--- src/hw/rtl/line_follow_pid_steer_macros.svh ---
// Assertion macros shared by the line follower steering RTL.
`ifndef LINE_FOLLOW_PID_STEER_MACROS_SVH
`define LINE_FOLLOW_PID_STEER_MACROS_SVH
`ifndef ASSERT_OFF
`define LFPS_ASSERT_IMP(lbl, ante, cons) \
  lbl: assert property (@(posedge clk) disable iff (!rst_n) (ante) |-> (cons)) \
    else $error("lfps same-cycle check failed");
`define LFPS_ASSERT_NXT(lbl, ante, cons) \
  lbl: assert property (@(posedge clk) disable iff (!rst_n) (ante) |=> (cons)) \
    else $error("lfps next-cycle check failed");
`else
`define LFPS_ASSERT_IMP(lbl, ante, cons)
`define LFPS_ASSERT_NXT(lbl, ante, cons)
`endif
`endif

--- src/hw/rtl/lfps_pkg.sv ---
// Package with types, codes and constants of the line follower steering block.
package lfps_pkg;

  localparam int CENTER_COLUMN_DEF = 160;
  localparam int SCAN_ROW_DEF      = 120;
  localparam int WIN_LEFT          = 50;
  localparam int WIN_RIGHT         = 49;
  localparam int ROW_ABOVE         = 2;
  localparam int ROW_BELOW         = 1;

  localparam int Q_FRAC = 12;

  localparam logic [15:0] PROP_GAIN_RST  = 16'd614;
  localparam logic [15:0] DERIV_GAIN_RST = 16'd205;
  localparam logic [15:0] INTEG_GAIN_RST = 16'd0;
  localparam logic [7:0]  THRESHOLD_RST  = 8'd128;
  localparam logic [7:0]  JUNCTION_RST   = 8'd140;
  localparam logic [7:0]  BASE_SPEED_RST = 8'd50;

  localparam logic [2:0] REG_PROP_GAIN  = 3'd0;
  localparam logic [2:0] REG_DERIV_GAIN = 3'd1;
  localparam logic [2:0] REG_INTEG_GAIN = 3'd2;
  localparam logic [2:0] REG_THRESHOLD  = 3'd3;
  localparam logic [2:0] REG_JUNCTION   = 3'd4;
  localparam logic [2:0] REG_BASE_SPEED = 3'd5;

  localparam logic [1:0] DEC_FOLLOW   = 2'd0;
  localparam logic [1:0] DEC_JUNCTION = 2'd1;
  localparam logic [1:0] DEC_LOST     = 2'd2;

  localparam int DIV_LEN   = 28;
  localparam int DIV_CNT_W = $clog2(DIV_LEN);

  localparam int MEAN_MAX     = 204799;
  localparam int MEAN_NEG_MAG = 204800;
  localparam int PID_LIM      = 8388608;

  localparam int SCALE_SHORT = 50;
  localparam int SCALE_LONG  = 300;
  localparam int WHEEL_SHIFT = 17;
  localparam int RECIP5      = 13108;
  localparam int RECIP_SHIFT = 16;
  localparam int WHEEL_SAT_T = 1280;

  typedef enum logic [4:0] {
    ST_IDLE,
    ST_DECIDE,
    ST_DIV,
    ST_MEAN,
    ST_MUL_P,
    ST_PROP,
    ST_UPD,
    ST_MUL_D,
    ST_DER,
    ST_MUL_IL,
    ST_MUL_IH,
    ST_ISUM,
    ST_INTG,
    ST_PID1,
    ST_PID2,
    ST_CLAMP,
    ST_MUL_WL,
    ST_MUL_WR,
    ST_LOAD
  } lfps_state_t;

  typedef enum logic [4:0] {
    OP_NONE,
    OP_DEC_INT,
    OP_DEC_LOST,
    OP_DIV_START,
    OP_DIV_STEP,
    OP_MEAN,
    OP_MUL_P,
    OP_PROP,
    OP_UPD,
    OP_MUL_D,
    OP_DER,
    OP_MUL_IL,
    OP_MUL_IH,
    OP_ISUM,
    OP_INTG,
    OP_PID1,
    OP_PID2,
    OP_CLAMP,
    OP_MUL_WL,
    OP_MUL_WR,
    OP_LOAD
  } lfps_op_t;

  typedef struct packed {
    logic     pix_en;
    lfps_op_t op;
  } lfps_cmd_t;

  typedef struct packed {
    logic junction;
    logic have_win;
    logic out_free;
  } lfps_stat_t;

endpackage

--- src/hw/rtl/lfps_pix_if.sv ---
// Pixel input channel interface with valid/ready handshake.
interface lfps_pix_if;
  logic       valid;
  logic       ready;
  logic [7:0] pixel_value;
  logic [8:0] pixel_col;
  logic [7:0] pixel_row;
  logic       frame_end;

  modport source (
    output valid, pixel_value, pixel_col, pixel_row, frame_end,
    input  ready
  );
  modport sink (
    input  valid, pixel_value, pixel_col, pixel_row, frame_end,
    output ready
  );
endinterface

--- src/hw/rtl/lfps_res_if.sv ---
// Steering result channel interface with valid/ready handshake.
interface lfps_res_if;
  logic               valid;
  logic               ready;
  logic signed [8:0]  left_speed;
  logic signed [8:0]  right_speed;
  logic [1:0]         decision;
  logic signed [18:0] mean_offset;

  modport source (
    output valid, left_speed, right_speed, decision, mean_offset,
    input  ready
  );
  modport sink (
    input  valid, left_speed, right_speed, decision, mean_offset,
    output ready
  );
endinterface

--- src/hw/rtl/lfps_ctrl.sv ---
// Controller state machine that sequences pixel intake, the frame decision and the follow steps.
`include "line_follow_pid_steer_macros.svh"
module lfps_ctrl (
  input  logic                clk,
  input  logic                rst_n,
  input  logic                in_valid,
  input  logic                frame_end,
  output logic                in_ready,
  input  lfps_pkg::lfps_stat_t stat,
  output lfps_pkg::lfps_cmd_t  cmd
);

  localparam int CW = lfps_pkg::DIV_CNT_W;
  localparam logic [CW-1:0] DIV_LAST = CW'(lfps_pkg::DIV_LEN - 1);

  lfps_pkg::lfps_state_t state_r, state_nxt;
  logic [CW-1:0]         cnt_r, cnt_nxt;

  always_ff @(posedge clk) begin
    if (!rst_n) begin
      state_r <= lfps_pkg::ST_IDLE;
      cnt_r   <= '0;
    end else begin
      state_r <= state_nxt;
      cnt_r   <= cnt_nxt;
    end
  end

  always_comb begin
    state_nxt = state_r;
    case (state_r)
      lfps_pkg::ST_IDLE: begin
        if (in_valid && frame_end) state_nxt = lfps_pkg::ST_DECIDE;
      end
      lfps_pkg::ST_DECIDE: begin
        if (stat.junction) begin
          if (stat.out_free) state_nxt = lfps_pkg::ST_IDLE;
        end else if (stat.have_win) begin
          state_nxt = lfps_pkg::ST_DIV;
        end else if (stat.out_free) begin
          state_nxt = lfps_pkg::ST_IDLE;
        end
      end
      lfps_pkg::ST_DIV: begin
        if (cnt_r == DIV_LAST) state_nxt = lfps_pkg::ST_MEAN;
      end
      lfps_pkg::ST_MEAN:   state_nxt = lfps_pkg::ST_MUL_P;
      lfps_pkg::ST_MUL_P:  state_nxt = lfps_pkg::ST_PROP;
      lfps_pkg::ST_PROP:   state_nxt = lfps_pkg::ST_UPD;
      lfps_pkg::ST_UPD:    state_nxt = lfps_pkg::ST_MUL_D;
      lfps_pkg::ST_MUL_D:  state_nxt = lfps_pkg::ST_DER;
      lfps_pkg::ST_DER:    state_nxt = lfps_pkg::ST_MUL_IL;
      lfps_pkg::ST_MUL_IL: state_nxt = lfps_pkg::ST_MUL_IH;
      lfps_pkg::ST_MUL_IH: state_nxt = lfps_pkg::ST_ISUM;
      lfps_pkg::ST_ISUM:   state_nxt = lfps_pkg::ST_INTG;
      lfps_pkg::ST_INTG:   state_nxt = lfps_pkg::ST_PID1;
      lfps_pkg::ST_PID1:   state_nxt = lfps_pkg::ST_PID2;
      lfps_pkg::ST_PID2:   state_nxt = lfps_pkg::ST_CLAMP;
      lfps_pkg::ST_CLAMP:  state_nxt = lfps_pkg::ST_MUL_WL;
      lfps_pkg::ST_MUL_WL: state_nxt = lfps_pkg::ST_MUL_WR;
      lfps_pkg::ST_MUL_WR: state_nxt = lfps_pkg::ST_LOAD;
      lfps_pkg::ST_LOAD: begin
        if (stat.out_free) state_nxt = lfps_pkg::ST_IDLE;
      end
      default: state_nxt = lfps_pkg::ST_IDLE;
    endcase
  end

  assign cnt_nxt = (state_r == lfps_pkg::ST_DIV) ? cnt_r + 1'b1 : '0;

  always_comb begin
    in_ready   = 1'b0;
    cmd.pix_en = 1'b0;
    cmd.op     = lfps_pkg::OP_NONE;
    case (state_r)
      lfps_pkg::ST_IDLE: begin
        in_ready   = 1'b1;
        cmd.pix_en = in_valid;
      end
      lfps_pkg::ST_DECIDE: begin
        if (stat.junction) begin
          if (stat.out_free) cmd.op = lfps_pkg::OP_DEC_INT;
        end else if (stat.have_win) begin
          cmd.op = lfps_pkg::OP_DIV_START;
        end else if (stat.out_free) begin
          cmd.op = lfps_pkg::OP_DEC_LOST;
        end
      end
      lfps_pkg::ST_DIV:    cmd.op = lfps_pkg::OP_DIV_STEP;
      lfps_pkg::ST_MEAN:   cmd.op = lfps_pkg::OP_MEAN;
      lfps_pkg::ST_MUL_P:  cmd.op = lfps_pkg::OP_MUL_P;
      lfps_pkg::ST_PROP:   cmd.op = lfps_pkg::OP_PROP;
      lfps_pkg::ST_UPD:    cmd.op = lfps_pkg::OP_UPD;
      lfps_pkg::ST_MUL_D:  cmd.op = lfps_pkg::OP_MUL_D;
      lfps_pkg::ST_DER:    cmd.op = lfps_pkg::OP_DER;
      lfps_pkg::ST_MUL_IL: cmd.op = lfps_pkg::OP_MUL_IL;
      lfps_pkg::ST_MUL_IH: cmd.op = lfps_pkg::OP_MUL_IH;
      lfps_pkg::ST_ISUM:   cmd.op = lfps_pkg::OP_ISUM;
      lfps_pkg::ST_INTG:   cmd.op = lfps_pkg::OP_INTG;
      lfps_pkg::ST_PID1:   cmd.op = lfps_pkg::OP_PID1;
      lfps_pkg::ST_PID2:   cmd.op = lfps_pkg::OP_PID2;
      lfps_pkg::ST_CLAMP:  cmd.op = lfps_pkg::OP_CLAMP;
      lfps_pkg::ST_MUL_WL: cmd.op = lfps_pkg::OP_MUL_WL;
      lfps_pkg::ST_MUL_WR: cmd.op = lfps_pkg::OP_MUL_WR;
      lfps_pkg::ST_LOAD: begin
        if (stat.out_free) cmd.op = lfps_pkg::OP_LOAD;
      end
      default: cmd.op = lfps_pkg::OP_NONE;
    endcase
  end

  `LFPS_ASSERT_NXT(a_frame_end_decides, in_valid && in_ready && frame_end, state_r == lfps_pkg::ST_DECIDE)
  `LFPS_ASSERT_IMP(a_div_count_bound, state_r == lfps_pkg::ST_DIV, cnt_r <= DIV_LAST)
  `LFPS_ASSERT_NXT(a_load_waits, state_r == lfps_pkg::ST_LOAD && !stat.out_free, state_r == lfps_pkg::ST_LOAD)

endmodule

--- src/hw/rtl/lfps_dp.sv ---
// Datapath with pixel counters, serial divider, shared multiplier and PID registers.
`include "line_follow_pid_steer_macros.svh"
module lfps_dp #(
  parameter int CENTER_COLUMN = lfps_pkg::CENTER_COLUMN_DEF,
  parameter int SCAN_ROW      = lfps_pkg::SCAN_ROW_DEF
) (
  input  logic                 clk,
  input  logic                 rst_n,
  input  lfps_pkg::lfps_cmd_t  cmd,
  output lfps_pkg::lfps_stat_t stat,
  input  logic [7:0]           pixel_value,
  input  logic [8:0]           pixel_col,
  input  logic [7:0]           pixel_row,
  input  logic                 cfg_we,
  input  logic [2:0]           cfg_index,
  input  logic [15:0]          cfg_data,
  input  logic                 out_ready,
  output logic                 out_valid,
  output logic signed [8:0]    left_speed,
  output logic signed [8:0]    right_speed,
  output logic [1:0]           decision,
  output logic signed [18:0]   mean_offset
);

  localparam logic [7:0] ROW_SCAN = 8'(SCAN_ROW);
  localparam logic [7:0] ROW_LO   = 8'(SCAN_ROW - lfps_pkg::ROW_ABOVE);
  localparam logic [7:0] ROW_HI   = 8'(SCAN_ROW + lfps_pkg::ROW_BELOW);
  localparam logic [8:0] COL_C    = 9'(CENTER_COLUMN);
  localparam logic [8:0] COL_LO   = 9'(CENTER_COLUMN - lfps_pkg::WIN_LEFT);
  localparam logic [8:0] COL_HI   = 9'(CENTER_COLUMN + lfps_pkg::WIN_RIGHT);

  localparam logic signed [16:0] OSUM_MAX = 17'sd32767;
  localparam logic signed [16:0] OSUM_MIN = -17'sd32768;
  localparam logic signed [48:0] I48_MAX  = $signed({2'b00, {47{1'b1}}});
  localparam logic signed [48:0] I48_MIN  = $signed({2'b11, {47{1'b0}}});
  localparam logic signed [63:0] PID_HI   = 64'(lfps_pkg::PID_LIM);
  localparam logic signed [63:0] PID_LO   = -64'(lfps_pkg::PID_LIM);

  function automatic logic signed [63:0] trunc_q(input logic signed [63:0] x);
    logic signed [63:0] bias;
    bias = x[63] ? 64'((1 << lfps_pkg::Q_FRAC) - 1) : 64'sd0;
    return (x + bias) >>> lfps_pkg::Q_FRAC;
  endfunction

  function automatic logic signed [8:0] wheel(input logic signed [45:0] prod,
                                              input logic [7:0] base);
    logic [10:0]        base5;
    logic signed [35:0] num;
    logic [35:0]        mag;
    logic [18:0]        t;
    logic [24:0]        m;
    logic [7:0]         q;
    base5 = (11'(base) << 2) + 11'(base);
    num   = $signed(prod[35:0]) + $signed(36'({base5, {lfps_pkg::WHEEL_SHIFT{1'b0}}}));
    mag   = num[35] ? 36'(-num) : 36'(num);
    t     = mag[35:lfps_pkg::WHEEL_SHIFT];
    m     = 25'(t[10:0]) * 25'(lfps_pkg::RECIP5);
    if (t >= 19'(lfps_pkg::WHEEL_SAT_T)) begin
      q = 8'd255;
    end else begin
      q = m[lfps_pkg::RECIP_SHIFT+7:lfps_pkg::RECIP_SHIFT];
    end
    return num[35] ? -$signed({1'b0, q}) : $signed({1'b0, q});
  endfunction

  logic [15:0] kp_r, kd_r, ki_r;
  logic [7:0]  thr_r, jcnt_r, base_r;

  logic [7:0]         lcnt_r;
  logic [8:0]         wcnt_r;
  logic signed [15:0] osum_r;

  logic [27:0]        quo_r;
  logic [8:0]         rem_r;
  logic [8:0]         dvs_r;
  logic               neg_r;
  logic signed [18:0] mean_r;
  logic signed [45:0] prod_r;
  logic signed [23:0] prop_r;
  logic signed [23:0] prev_r;
  logic signed [28:0] diff20_r;
  logic signed [32:0] der_r;
  logic signed [47:0] integ_r;
  logic [39:0]        plo_r;
  logic signed [63:0] acc_r;
  logic signed [24:0] pidc_r;
  logic               pos_r;
  logic signed [8:0]  wl_r;

  logic               out_valid_r;
  logic signed [8:0]  out_left_r, out_right_r;
  logic [1:0]         out_dec_r;
  logic signed [18:0] out_mean_r;

  logic               bright, in_left, in_win;
  logic signed [9:0]  offset;
  logic signed [16:0] osum_ext;
  logic signed [15:0] osum_nxt;
  logic [15:0]        osum_mag;
  logic [9:0]         div_sh;
  logic               div_ge;
  logic [8:0]         rem_nxt;
  logic signed [18:0] mean_nxt;
  logic signed [24:0] diff;
  logic signed [28:0] diff20_nxt;
  logic signed [48:0] isum;
  logic signed [47:0] integ_nxt;
  logic signed [24:0] pidc_nxt;
  logic signed [28:0] mul_a;
  logic [15:0]        mul_b;
  logic signed [45:0] mul_p;
  logic               load_out;

  always_comb begin
    bright   = pixel_value > thr_r;
    in_left  = (pixel_row == ROW_SCAN) && (pixel_col < COL_C);
    in_win   = (pixel_row >= ROW_LO) && (pixel_row <= ROW_HI) &&
               (pixel_col >= COL_LO) && (pixel_col <= COL_HI);
    offset   = $signed({1'b0, pixel_col}) - $signed({1'b0, COL_C});
    osum_ext = 17'(osum_r) + 17'(offset);
    if (osum_ext > OSUM_MAX) begin
      osum_nxt = 16'(OSUM_MAX);
    end else if (osum_ext < OSUM_MIN) begin
      osum_nxt = 16'(OSUM_MIN);
    end else begin
      osum_nxt = 16'(osum_ext);
    end
  end

  always_comb begin
    osum_mag = osum_r[15] ? 16'(-osum_r) : 16'(osum_r);
    div_sh   = {rem_r, quo_r[27]};
    div_ge   = div_sh >= {1'b0, dvs_r};
    rem_nxt  = div_ge ? 9'(div_sh - {1'b0, dvs_r}) : div_sh[8:0];
    if (!neg_r) begin
      mean_nxt = (quo_r > 28'(lfps_pkg::MEAN_MAX)) ? 19'(lfps_pkg::MEAN_MAX) : 19'(quo_r);
    end else begin
      mean_nxt = (quo_r > 28'(lfps_pkg::MEAN_NEG_MAG)) ?
                 -19'(lfps_pkg::MEAN_NEG_MAG) : -19'(quo_r);
    end
  end

  always_comb begin
    diff       = 25'(prop_r) - 25'(prev_r);
    diff20_nxt = (29'(diff) <<< 4) + (29'(diff) <<< 2);
    isum       = 49'(integ_r) + 49'(prop_r);
    if (isum > I48_MAX) begin
      integ_nxt = 48'(I48_MAX);
    end else if (isum < I48_MIN) begin
      integ_nxt = 48'(I48_MIN);
    end else begin
      integ_nxt = 48'(isum);
    end
    if (acc_r > PID_HI) begin
      pidc_nxt = 25'(PID_HI);
    end else if (acc_r < PID_LO) begin
      pidc_nxt = 25'(PID_LO);
    end else begin
      pidc_nxt = 25'(acc_r);
    end
  end

  always_comb begin
    case (cmd.op)
      lfps_pkg::OP_MUL_P: begin
        mul_a = 29'(mean_r);
        mul_b = kp_r;
      end
      lfps_pkg::OP_MUL_D: begin
        mul_a = diff20_r;
        mul_b = kd_r;
      end
      lfps_pkg::OP_MUL_IL: begin
        mul_a = $signed({5'b0, integ_r[23:0]});
        mul_b = ki_r;
      end
      lfps_pkg::OP_MUL_IH: begin
        mul_a = 29'($signed(integ_r[47:24]));
        mul_b = ki_r;
      end
      lfps_pkg::OP_MUL_WL: begin
        mul_a = 29'(pidc_r);
        mul_b = pos_r ? 16'(lfps_pkg::SCALE_SHORT) : 16'(lfps_pkg::SCALE_LONG);
      end
      lfps_pkg::OP_MUL_WR: begin
        mul_a = 29'(-pidc_r);
        mul_b = pos_r ? 16'(lfps_pkg::SCALE_LONG) : 16'(lfps_pkg::SCALE_SHORT);
      end
      default: begin
        mul_a = '0;
        mul_b = '0;
      end
    endcase
    mul_p = mul_a * $signed({1'b0, mul_b});
  end

  assign load_out = (cmd.op == lfps_pkg::OP_DEC_INT) || (cmd.op == lfps_pkg::OP_DEC_LOST) ||
                    (cmd.op == lfps_pkg::OP_LOAD);

  always_ff @(posedge clk) begin
    if (!rst_n) begin
      kp_r   <= lfps_pkg::PROP_GAIN_RST;
      kd_r   <= lfps_pkg::DERIV_GAIN_RST;
      ki_r   <= lfps_pkg::INTEG_GAIN_RST;
      thr_r  <= lfps_pkg::THRESHOLD_RST;
      jcnt_r <= lfps_pkg::JUNCTION_RST;
      base_r <= lfps_pkg::BASE_SPEED_RST;
    end else if (cfg_we) begin
      case (cfg_index)
        lfps_pkg::REG_PROP_GAIN:  kp_r   <= cfg_data;
        lfps_pkg::REG_DERIV_GAIN: kd_r   <= cfg_data;
        lfps_pkg::REG_INTEG_GAIN: ki_r   <= cfg_data;
        lfps_pkg::REG_THRESHOLD:  thr_r  <= cfg_data[7:0];
        lfps_pkg::REG_JUNCTION:   jcnt_r <= cfg_data[7:0];
        lfps_pkg::REG_BASE_SPEED: base_r <= cfg_data[7:0];
        default: ;
      endcase
    end
  end

  always_ff @(posedge clk) begin
    if (!rst_n) begin
      lcnt_r <= '0;
      wcnt_r <= '0;
      osum_r <= '0;
    end else if (cmd.pix_en) begin
      if (bright && in_left && (lcnt_r != 8'hFF)) lcnt_r <= lcnt_r + 1'b1;
      if (bright && in_win) begin
        if (wcnt_r != 9'h1FF) wcnt_r <= wcnt_r + 1'b1;
        osum_r <= osum_nxt;
      end
    end else if ((cmd.op == lfps_pkg::OP_DEC_INT) || (cmd.op == lfps_pkg::OP_DEC_LOST) ||
                 (cmd.op == lfps_pkg::OP_DIV_START)) begin
      lcnt_r <= '0;
      wcnt_r <= '0;
      osum_r <= '0;
    end
  end

  always_ff @(posedge clk) begin
    if (!rst_n) begin
      prev_r  <= '0;
      integ_r <= '0;
    end else if (cmd.op == lfps_pkg::OP_UPD) begin
      prev_r  <= prop_r;
      integ_r <= integ_nxt;
    end
  end

  always_ff @(posedge clk) begin
    case (cmd.op)
      lfps_pkg::OP_DIV_START: begin
        quo_r <= {osum_mag, {lfps_pkg::Q_FRAC{1'b0}}};
        rem_r <= '0;
        dvs_r <= wcnt_r;
        neg_r <= osum_r[15];
      end
      lfps_pkg::OP_DIV_STEP: begin
        quo_r <= {quo_r[26:0], div_ge};
        rem_r <= rem_nxt;
      end
      lfps_pkg::OP_MEAN:   mean_r   <= mean_nxt;
      lfps_pkg::OP_MUL_P:  prod_r   <= mul_p;
      lfps_pkg::OP_PROP:   prop_r   <= 24'(trunc_q(64'(prod_r)));
      lfps_pkg::OP_UPD:    diff20_r <= diff20_nxt;
      lfps_pkg::OP_MUL_D:  prod_r   <= mul_p;
      lfps_pkg::OP_DER:    der_r    <= 33'(trunc_q(64'(prod_r)));
      lfps_pkg::OP_MUL_IL: prod_r   <= mul_p;
      lfps_pkg::OP_MUL_IH: begin
        plo_r  <= prod_r[39:0];
        prod_r <= mul_p;
      end
      lfps_pkg::OP_ISUM:   acc_r <= (64'(prod_r) <<< 24) + $signed({24'b0, plo_r});
      lfps_pkg::OP_INTG:   acc_r <= trunc_q(acc_r);
      lfps_pkg::OP_PID1:   acc_r <= acc_r + 64'(der_r);
      lfps_pkg::OP_PID2:   acc_r <= acc_r + 64'(prop_r);
      lfps_pkg::OP_CLAMP: begin
        pidc_r <= pidc_nxt;
        pos_r  <= acc_r > 64'sd0;
      end
      lfps_pkg::OP_MUL_WL: prod_r <= mul_p;
      lfps_pkg::OP_MUL_WR: begin
        wl_r   <= wheel(prod_r, base_r);
        prod_r <= mul_p;
      end
      default: ;
    endcase
  end

  always_ff @(posedge clk) begin
    case (cmd.op)
      lfps_pkg::OP_DEC_INT: begin
        out_left_r  <= $signed({1'b0, base_r});
        out_right_r <= $signed({1'b0, base_r});
        out_dec_r   <= lfps_pkg::DEC_JUNCTION;
        out_mean_r  <= '0;
      end
      lfps_pkg::OP_DEC_LOST: begin
        out_left_r  <= $signed({1'b0, base_r});
        out_right_r <= -$signed({1'b0, base_r});
        out_dec_r   <= lfps_pkg::DEC_LOST;
        out_mean_r  <= '0;
      end
      lfps_pkg::OP_LOAD: begin
        out_left_r  <= wl_r;
        out_right_r <= wheel(prod_r, base_r);
        out_dec_r   <= lfps_pkg::DEC_FOLLOW;
        out_mean_r  <= mean_r;
      end
      default: ;
    endcase
  end

  always_ff @(posedge clk) begin
    if (!rst_n) begin
      out_valid_r <= 1'b0;
    end else if (load_out) begin
      out_valid_r <= 1'b1;
    end else if (out_ready) begin
      out_valid_r <= 1'b0;
    end
  end

  assign stat.junction = lcnt_r > jcnt_r;
  assign stat.have_win = wcnt_r != 9'd0;
  assign stat.out_free = !out_valid_r || out_ready;

  assign out_valid   = out_valid_r;
  assign left_speed  = out_left_r;
  assign right_speed = out_right_r;
  assign decision    = out_dec_r;
  assign mean_offset = out_mean_r;

  `LFPS_ASSERT_IMP(a_empty_window_sum, wcnt_r == 9'd0, osum_r == 16'sd0)
  `LFPS_ASSERT_NXT(a_div_rem_bound, cmd.op == lfps_pkg::OP_DIV_STEP, rem_r < dvs_r)
  `LFPS_ASSERT_NXT(a_decide_clears, cmd.op == lfps_pkg::OP_DEC_INT || cmd.op == lfps_pkg::OP_DEC_LOST || cmd.op == lfps_pkg::OP_DIV_START, lcnt_r == 8'd0 && wcnt_r == 9'd0)

endmodule

--- src/hw/rtl/line_follow_pid_steer.sv ---
// Top level of the camera line follower with PID wheel steering.
//
// Channel   Direction  Handshake     Payload
// in_pix    in         valid/ready   pixel_value, pixel_col, pixel_row, frame_end
// out_res   out        valid/ready   left_speed, right_speed, decision, mean_offset
// cfg       in         cfg_we        cfg_index, cfg_data
//
// Pixels are taken one per cycle while the controller is idle.
// After a frame_end transfer, a junction or line-lost result loads straight from the decide
// step, and a follow result passes through the bit-serial mean divider and then the
// shared 29x17 multiplier passes and sequencing steps; no pixel is taken meanwhile.
// Reset is synchronous: registers return to defaults, counters and PID state clear.
// A result waits in the output register while pixels keep flowing; the next decision
// holds at its load step until that register is free.
module line_follow_pid_steer #(
  parameter int CENTER_COLUMN = lfps_pkg::CENTER_COLUMN_DEF,
  parameter int SCAN_ROW      = lfps_pkg::SCAN_ROW_DEF
) (
  input  logic        clk,
  input  logic        rst_n,
  lfps_pix_if.sink    in_pix,
  lfps_res_if.source  out_res,
  input  logic        cfg_we,
  input  logic [2:0]  cfg_index,
  input  logic [15:0] cfg_data
);

  lfps_pkg::lfps_cmd_t  cmd;
  lfps_pkg::lfps_stat_t stat;

  lfps_ctrl u_ctrl (
    .clk       (clk),
    .rst_n     (rst_n),
    .in_valid  (in_pix.valid),
    .frame_end (in_pix.frame_end),
    .in_ready  (in_pix.ready),
    .stat      (stat),
    .cmd       (cmd)
  );

  lfps_dp #(
    .CENTER_COLUMN (CENTER_COLUMN),
    .SCAN_ROW      (SCAN_ROW)
  ) u_dp (
    .clk         (clk),
    .rst_n       (rst_n),
    .cmd         (cmd),
    .stat        (stat),
    .pixel_value (in_pix.pixel_value),
    .pixel_col   (in_pix.pixel_col),
    .pixel_row   (in_pix.pixel_row),
    .cfg_we      (cfg_we),
    .cfg_index   (cfg_index),
    .cfg_data    (cfg_data),
    .out_ready   (out_res.ready),
    .out_valid   (out_res.valid),
    .left_speed  (out_res.left_speed),
    .right_speed (out_res.right_speed),
    .decision    (out_res.decision),
    .mean_offset (out_res.mean_offset)
  );

endmodule

--- src/flat_wrapper.sv ---
// flat-port wrapper written by rule: the top's interface ports become plain ports
module line_follow_pid_steer_flat 
#(
  parameter int CENTER_COLUMN = lfps_pkg::CENTER_COLUMN_DEF,
  parameter int SCAN_ROW      = lfps_pkg::SCAN_ROW_DEF
)
  (clk, rst_n, cfg_we, cfg_index, cfg_data, in_pix_valid, in_pix_pixel_value, in_pix_pixel_col, in_pix_pixel_row, in_pix_frame_end, in_pix_ready, out_res_valid, out_res_left_speed, out_res_right_speed, out_res_decision, out_res_mean_offset, out_res_ready);
  lfps_pix_if in_pix_i ();
  lfps_res_if out_res_i ();
  input  logic clk;
  input  logic rst_n;
  input  logic cfg_we;
  input  logic [2:0] cfg_index;
  input  logic [15:0] cfg_data;
  input wire logic [$bits(in_pix_i.valid)-1:0] in_pix_valid;
  input wire logic [$bits(in_pix_i.pixel_value)-1:0] in_pix_pixel_value;
  input wire logic [$bits(in_pix_i.pixel_col)-1:0] in_pix_pixel_col;
  input wire logic [$bits(in_pix_i.pixel_row)-1:0] in_pix_pixel_row;
  input wire logic [$bits(in_pix_i.frame_end)-1:0] in_pix_frame_end;
  output wire logic [$bits(in_pix_i.ready)-1:0] in_pix_ready;
  output wire logic [$bits(out_res_i.valid)-1:0] out_res_valid;
  output wire logic [$bits(out_res_i.left_speed)-1:0] out_res_left_speed;
  output wire logic [$bits(out_res_i.right_speed)-1:0] out_res_right_speed;
  output wire logic [$bits(out_res_i.decision)-1:0] out_res_decision;
  output wire logic [$bits(out_res_i.mean_offset)-1:0] out_res_mean_offset;
  input wire logic [$bits(out_res_i.ready)-1:0] out_res_ready;
  assign in_pix_i.valid = in_pix_valid;
  assign in_pix_i.pixel_value = in_pix_pixel_value;
  assign in_pix_i.pixel_col = in_pix_pixel_col;
  assign in_pix_i.pixel_row = in_pix_pixel_row;
  assign in_pix_i.frame_end = in_pix_frame_end;
  assign in_pix_ready = in_pix_i.ready;
  assign out_res_valid = out_res_i.valid;
  assign out_res_left_speed = out_res_i.left_speed;
  assign out_res_right_speed = out_res_i.right_speed;
  assign out_res_decision = out_res_i.decision;
  assign out_res_mean_offset = out_res_i.mean_offset;
  assign out_res_i.ready = out_res_ready;
  line_follow_pid_steer #(.CENTER_COLUMN(CENTER_COLUMN), .SCAN_ROW(SCAN_ROW)) u_core (.clk(clk), .rst_n(rst_n), .in_pix(in_pix_i), .out_res(out_res_i), .cfg_we(cfg_we), .cfg_index(cfg_index), .cfg_data(cfg_data));
endmodule
--- config.mk ---
export PLATFORM = sky130hd
export DESIGN_NAME = line_follow_pid_steer_flat
export DESIGN_NICKNAME = d
export VERILOG_FILES = /design/src/hw/rtl/lfps_pkg.sv /design/src/hw/rtl/lfps_pix_if.sv /design/src/hw/rtl/lfps_res_if.sv /design/src/hw/rtl/lfps_ctrl.sv /design/src/hw/rtl/lfps_dp.sv /design/src/hw/rtl/line_follow_pid_steer.sv /design/src/flat_wrapper.sv
export VERILOG_INCLUDE_DIRS = /design/src /design/src/hw/rtl
export SDC_FILE = /design/constraint.sdc
export NUM_CORES = 2
export LEC_CHECK = 0
export ABC_AREA = 1
export ABC_CLOCK_PERIOD_IN_PS = 21200
export BUFFER_PORTS_ARGS = -buffer_cell sky130_fd_sc_hd__buf_2
export CAP_MARGIN = 5
export CORE_AREA = 3 3 335 404
export DETAILED_ROUTE_END_ITERATION = 8
export DIE_AREA = 0 0 338 407
export SLEW_MARGIN = 30
export SYNTH_ARGS = -nofsm -noshare
export SYNTH_HDL_FRONTEND = slang
export SYNTH_HIERARCHICAL = 1
export SYNTH_SLANG_ARGS = --single-unit
--- constraint.sdc ---
create_clock -name clk -period 21.2 [get_ports clk]
set_input_delay 1.06 -clock clk [delete_from_list [all_inputs] [get_ports clk]]
set_output_delay 1.06 -clock clk [all_outputs]
set_load 0.005 [all_outputs]
==> flow_summary.json <==
{
  "status": "finished, final reports clean",
  "detailed_place_hpwl_um": 168100,
  "grt_use_total_pct": 30.22,
  "ctsLongestPathBuffers": 3,
  "netlist_instances": 7788,
  "routed_wire_length_per_instance_um": 21.53,
  "ys.warnings.count": 6,
  "rsz_0062_raised_after_global_routing": "no",
  "numCtsBuffers": 61,
  "critical_path.endpoint_type": "register",
  "switching_share_pct": 35.14,
  "hold_path_class": "register to register",
  "worstSetupStartpointType": "register",
  "grt_antenna_before_repair": 4,
  "slowest_delay_ns": 0.80,
  "globalRouteOverflowTotal": 0,
  "flow.area_growth_from_synthesis_pct": 7.999,
  "num-fill-cells": 13290,
  "xor_and_xnor_fraction_of_the_mapped_netlist_area_pct": 3.818,
  "worst-setup-path-type": "register to register",
  "postSynth.asyncResetShare_pct": 0,
  "placedInstanceArea_um2": 61760,
  "finalWorstSetupSlack_ns": 9.563,
  "fin_setup_tns_ns": 0,
  "synthesis.nets": 8771,
  "main_combinational_cell_family_by_area_after_synthesis": "adder cells",
  "ys.flop_type": "sky130_fd_sc_hd__edfxtp_1",
  "worstHoldPathCells": 1,
  "reg2reg_depth": 44,
  "slew_viol_final": 0,
  "post_synth_edffs": 374,
  "final_nets": 8807,
  "peakVddDrop_uv": 98.31,
  "max_slew_headroom_pct": 33.72,
  "design_area_um2": 63880,
  "preCtsSetupSlack_ns": 9.823,
  "power_leakage_nw": 28.76,
  "post_synth_mux_area_share_pct": 0.01904,
  "drt_wl_total_um": 207900,
  "portion_of_total_power_attributed_to_sequential_cells_pct": 35.2,
  "final.period_utilization_pct": 54.89,
  "powerDensity_nw_per_um2": 52.00,
  "die_area_um2": 137600,
  "clkSinkCount": 562,
  "cts.htree.levels": 2,
  "cpMaxStageDelayCell": "sky130_fd_sc_hd__clkinv_1",
  "internal-power_mw": 2.154,
  "timing.critical_path.required_ns": 21.61,
  "initial_standard_cell_utilization_of_the_core_pct": 44.91,
  "crit-reg2reg-capture": "u_core/u_dp/prod_r[44]$_DFFE_PP_",
  "cts-hold-fix-buffers": 0,
  "cts_tree": "built",
  "drt-initial-drc-count": 4189,
  "top_level_ports": 91,
  "grt_pass1_vias": 52860,
  "layoutNonFillerInstCount": 9655,
  "synthesized_area_per_cell_um2": 7.594,
  "seqCellArea_um2": 14990,
  "timing.reg2reg.setup_slack_ns": 9.56,
  "synth_simple_gate_area_share_pct": 21.55,
  "drc": 0,
  "total_switching_power_mw": 1.167,
  "achievable-frequency_mhz": 85.93,
  "clk_pin_slew_worst_paths_ns": 0.06,
  "ys_seq_elements": 562,
  "mappedNetlistArea_um2": 59140,
  "cell_at_the_root_of_the_clock_tree": "sky130_fd_sc_hd__clkbuf_16",
  "path_buf_inv": 9,
  "grt_max_degree": 74,
  "hold_viol_final": 0,
  "hold_path_end": "u_core/u_ctrl/cnt_r[0]$_SDFF_PN0_",
  "synth-compound-area-share_pct": 12.71,
  "tightest_slew_ns": 0.9817,
  "core_area_um2": 131700,
  "clkLatencyLatePin_ns": 0.71,
  "yosys.cell_types.count": 71,
  "post_cts_resized": 0,
  "drt-vias-per-instance": 5.503,
  "hold_path_startpoint": "u_core/u_ctrl/cnt_r[0]$_SDFF_PN0_",
  "start_of_the_worst_register_to_register_path": "u_core/u_dp/lcnt_r[3]$_SDFFE_PN0P_",
  "hold-worst-slack_ns": 0.4519,
  "share_clk_of_total_power_pct": 33.6,
  "die_x_um": 338,
  "die_height_um": 407,
  "synth_sequential_area_ratio_pct": 25.35,
  "pwr-share-comb_pct": 31.2,
  "synth_fa_ha_area_share_pct": 25.92,
  "final.setup_skew_ns": 0.04078,
  "drt_first_pass_iters": 8,
  "cp_data_arrival_time_ns": 12.05,
  "critPathMaxFanout": 65,
  "setup_viol": 0,
  "globalplace.congestion": 1.057,
  "ant_nets": 0,
  "wire_length_of_the_first_global_routing_pass_um": 316900,
  "period_needed_ns": 11.64,
  "multiInputGateArea_um2": 38060,
  "final_layout_size_suffix_gt1_share_pct": 5.129,
  "cts_post_setup_buffers_inserted": 0,
  "vias": 53140,
  "std_cell_rows": 146,
  "path_delay_family": "adder cells",
  "cap_violations": 0,
  "total_instance_count_after_detailed_placement": 9537,
  "numPortBuffers": 90
}
==> cell families (layout without fill, tap and decap cells) <==
group                    Yosys count  count (layout)
AND/OR/NAND/NOR                 3057            3057
AO/OA/AOI/OAI                   1326            1326
adder cells (fa/ha/maj)          933             933
multiplexers                       1               1
flip-flops                       562             562
XOR/XNOR                         257             257
buffers and inverters           1652            1741
other                              0               2
==> sequential cells by signal, indices dropped and copies added (netlist names), 25 cells and up <==
name	count
u_core/u_dp/pidc_r	25
u_core/u_dp/acc_r	64
u_core/u_dp/plo_r	40
u_core/u_dp/quo_r	28
u_core/u_dp/diff20_r	27
u_core/u_dp/der_r	33
u_core/u_dp/prod_r	46
u_core/u_dp/integ_r	48
==> synthesized netlist by cell type (14+ instances only) <==
cell type | instances | area (µm²)
sky130_fd_sc_hd__clkinv_1 | 15 | 56.30
sky130_fd_sc_hd__inv_2 | 18 | 67.56
sky130_fd_sc_hd__nand3_1 | 298 | 1491
sky130_fd_sc_hd__o211ai_1 | 46 | 345.3
sky130_fd_sc_hd__xor2_1 | 177 | 1550
sky130_fd_sc_hd__xnor2_1 | 79 | 691.9
sky130_fd_sc_hd__o31ai_1 | 14 | 105.1
sky130_fd_sc_hd__o21bai_1 | 21 | 157.7
sky130_fd_sc_hd__a21o_1 | 14 | 105.1
sky130_fd_sc_hd__nor2_1 | 832 | 3123
sky130_fd_sc_hd__dfxtp_1 | 188 | 3764
sky130_fd_sc_hd__fa_1 | 487 | 9749
sky130_fd_sc_hd__a21oi_1 | 539 | 2698
sky130_fd_sc_hd__inv_1 | 1441 | 5409
sky130_fd_sc_hd__nand2_1 | 1546 | 5803
sky130_fd_sc_hd__o21ai_1 | 14 | 70.07
sky130_fd_sc_hd__nor3_1 | 105 | 525.5
sky130_fd_sc_hd__nand2_2 | 15 | 93.84
sky130_fd_sc_hd__ha_1 | 446 | 5580
sky130_fd_sc_hd__a211oi_1 | 29 | 217.7
sky130_fd_sc_hd__o221ai_1 | 16 | 140.1
sky130_fd_sc_hd__o21a_1 | 23 | 172.7
sky130_fd_sc_hd__or2_2 | 47 | 294.0
sky130_fd_sc_hd__clkbuf_1 | 146 | 548.0
sky130_fd_sc_hd__nor2_2 | 14 | 87.58
sky130_fd_sc_hd__nand4_1 | 96 | 600.6
sky130_fd_sc_hd__nor4_1 | 61 | 381.6
sky130_fd_sc_hd__edfxtp_1 | 374 | 11230
sky130_fd_sc_hd__a31oi_1 | 92 | 575.6
sky130_fd_sc_hd__o21ai_0 | 431 | 2157
==> per-layer routing <==
metal	GRT usage (%)	share of wire [%]	vias up	wire, µm
li1	-	-	25270	-
met1	38.26	41	25530	85710
met2	51.33	47	1906	98090
met3	3.939	6.2	418	12900
met4	13.80	5.4	4	11160
met5	0	0.011	-	23
==> through the flow <==
step / utilization [%] / power, mW
3_5_place_dp: 46.89 / 2.227
5_1_grt: 48.49 / 3.553
6_report: 48.50 / 3.321
3_3_place_gp: 46.84 / 2.216
4_1_cts: 48.49 / 3.355
2_1_floorplan: - / 1.948
==> cell type report <==
| cell class | instances | area share [%] |
|---|---|---|
| clock inverter | 34 | 0.5759 |
| sequential | 562 | 23.47 |
| inverter | 1474 | 8.664 |
| tap | 1776 | 3.479 |
| timing repair buffer | 151 | 1.495 |
| multi-input combinational | 5574 | 59.58 |
| clock buffer | 82 | 2.727 |
| antenna | 2 | 0.007835 |
==> layout by cell type, fill, tap and decap left out, types with 14 or more instances in the layout <==
cell                        netlist  layout
sky130_fd_sc_hd__buf_4            3      59
sky130_fd_sc_hd__a31oi_1         92      92
sky130_fd_sc_hd__o211ai_1        46      46
sky130_fd_sc_hd__xnor2_1         79      79
sky130_fd_sc_hd__nand3_1        298     296
sky130_fd_sc_hd__nand4_1         96      96
sky130_fd_sc_hd__nor2_1         832     819
sky130_fd_sc_hd__dfxtp_1        188     188
sky130_fd_sc_hd__inv_1         1441    1438
sky130_fd_sc_hd__xor2_1         177     177
sky130_fd_sc_hd__nor2_2          14      21
sky130_fd_sc_hd__nand2_2         15      15
sky130_fd_sc_hd__nor3_1         105     104
sky130_fd_sc_hd__edfxtp_1       374     374
sky130_fd_sc_hd__o221ai_1        16      16
sky130_fd_sc_hd__inv_2           18      22
sky130_fd_sc_hd__clkbuf_16        0      64
sky130_fd_sc_hd__fa_1           487     487
sky130_fd_sc_hd__o21bai_1        21      21
sky130_fd_sc_hd__or2_2           47      47
sky130_fd_sc_hd__o21a_1          23      23
sky130_fd_sc_hd__o21ai_0        431     427
sky130_fd_sc_hd__a211oi_1        29      29
sky130_fd_sc_hd__nor4_1          61      61
sky130_fd_sc_hd__a21oi_1        539     538
sky130_fd_sc_hd__o21ai_1         14      15
sky130_fd_sc_hd__nand2_1       1546    1546
sky130_fd_sc_hd__clkinv_1        15      16
sky130_fd_sc_hd__a21o_1          14      14
sky130_fd_sc_hd__ha_1           446     446
sky130_fd_sc_hd__buf_2           13      89
==> worst max-delay path by stage <==
| stage | startpoint | end | slack [ns] | cells past startpoint |
|---|---|---|---|---|
| 4_1_cts | u_core/u_dp/lcnt_r[3]$_SDFFE_PN0P_ | u_core/u_dp/prod_r[44]$_DFFE_PP_ | 9.77 | 44 |
| 5_1_grt | u_core/u_dp/lcnt_r[3]$_SDFFE_PN0P_ | u_core/u_dp/prod_r[44]$_DFFE_PP_ | 8.94 | 44 |
| 3_5_place_dp | u_core/u_dp/lcnt_r[3]$_SDFFE_PN0P_ | u_core/u_dp/prod_r[44]$_DFFE_PP_ | 9.82 | 44 |
| 6_report | u_core/u_dp/lcnt_r[3]$_SDFFE_PN0P_ | u_core/u_dp/prod_r[44]$_DFFE_PP_ | 9.56 | 44 |
| 2_1_floorplan | out_res_ready | u_core/u_dp/prod_r[44]$_DFFE_PP_ | 11.19 | 37 |
| 3_3_place_gp | u_core/u_dp/lcnt_r[3]$_SDFFE_PN0P_ | u_core/u_dp/prod_r[44]$_DFFE_PP_ | 9.45 | 44 |
==> power groups by stage <==
stage               combinational (mW)  sequential, mW  clock (mW)
global route                      1.20            1.17        1.18
floorplan                        0.756            1.19           0
detailed placement                1.03            1.19           0
CTS                               1.04            1.17        1.15
global placement                  1.02            1.19           0
finish                            1.04            1.17        1.11
No activity file was read; power rests on OpenSTA's default activity.
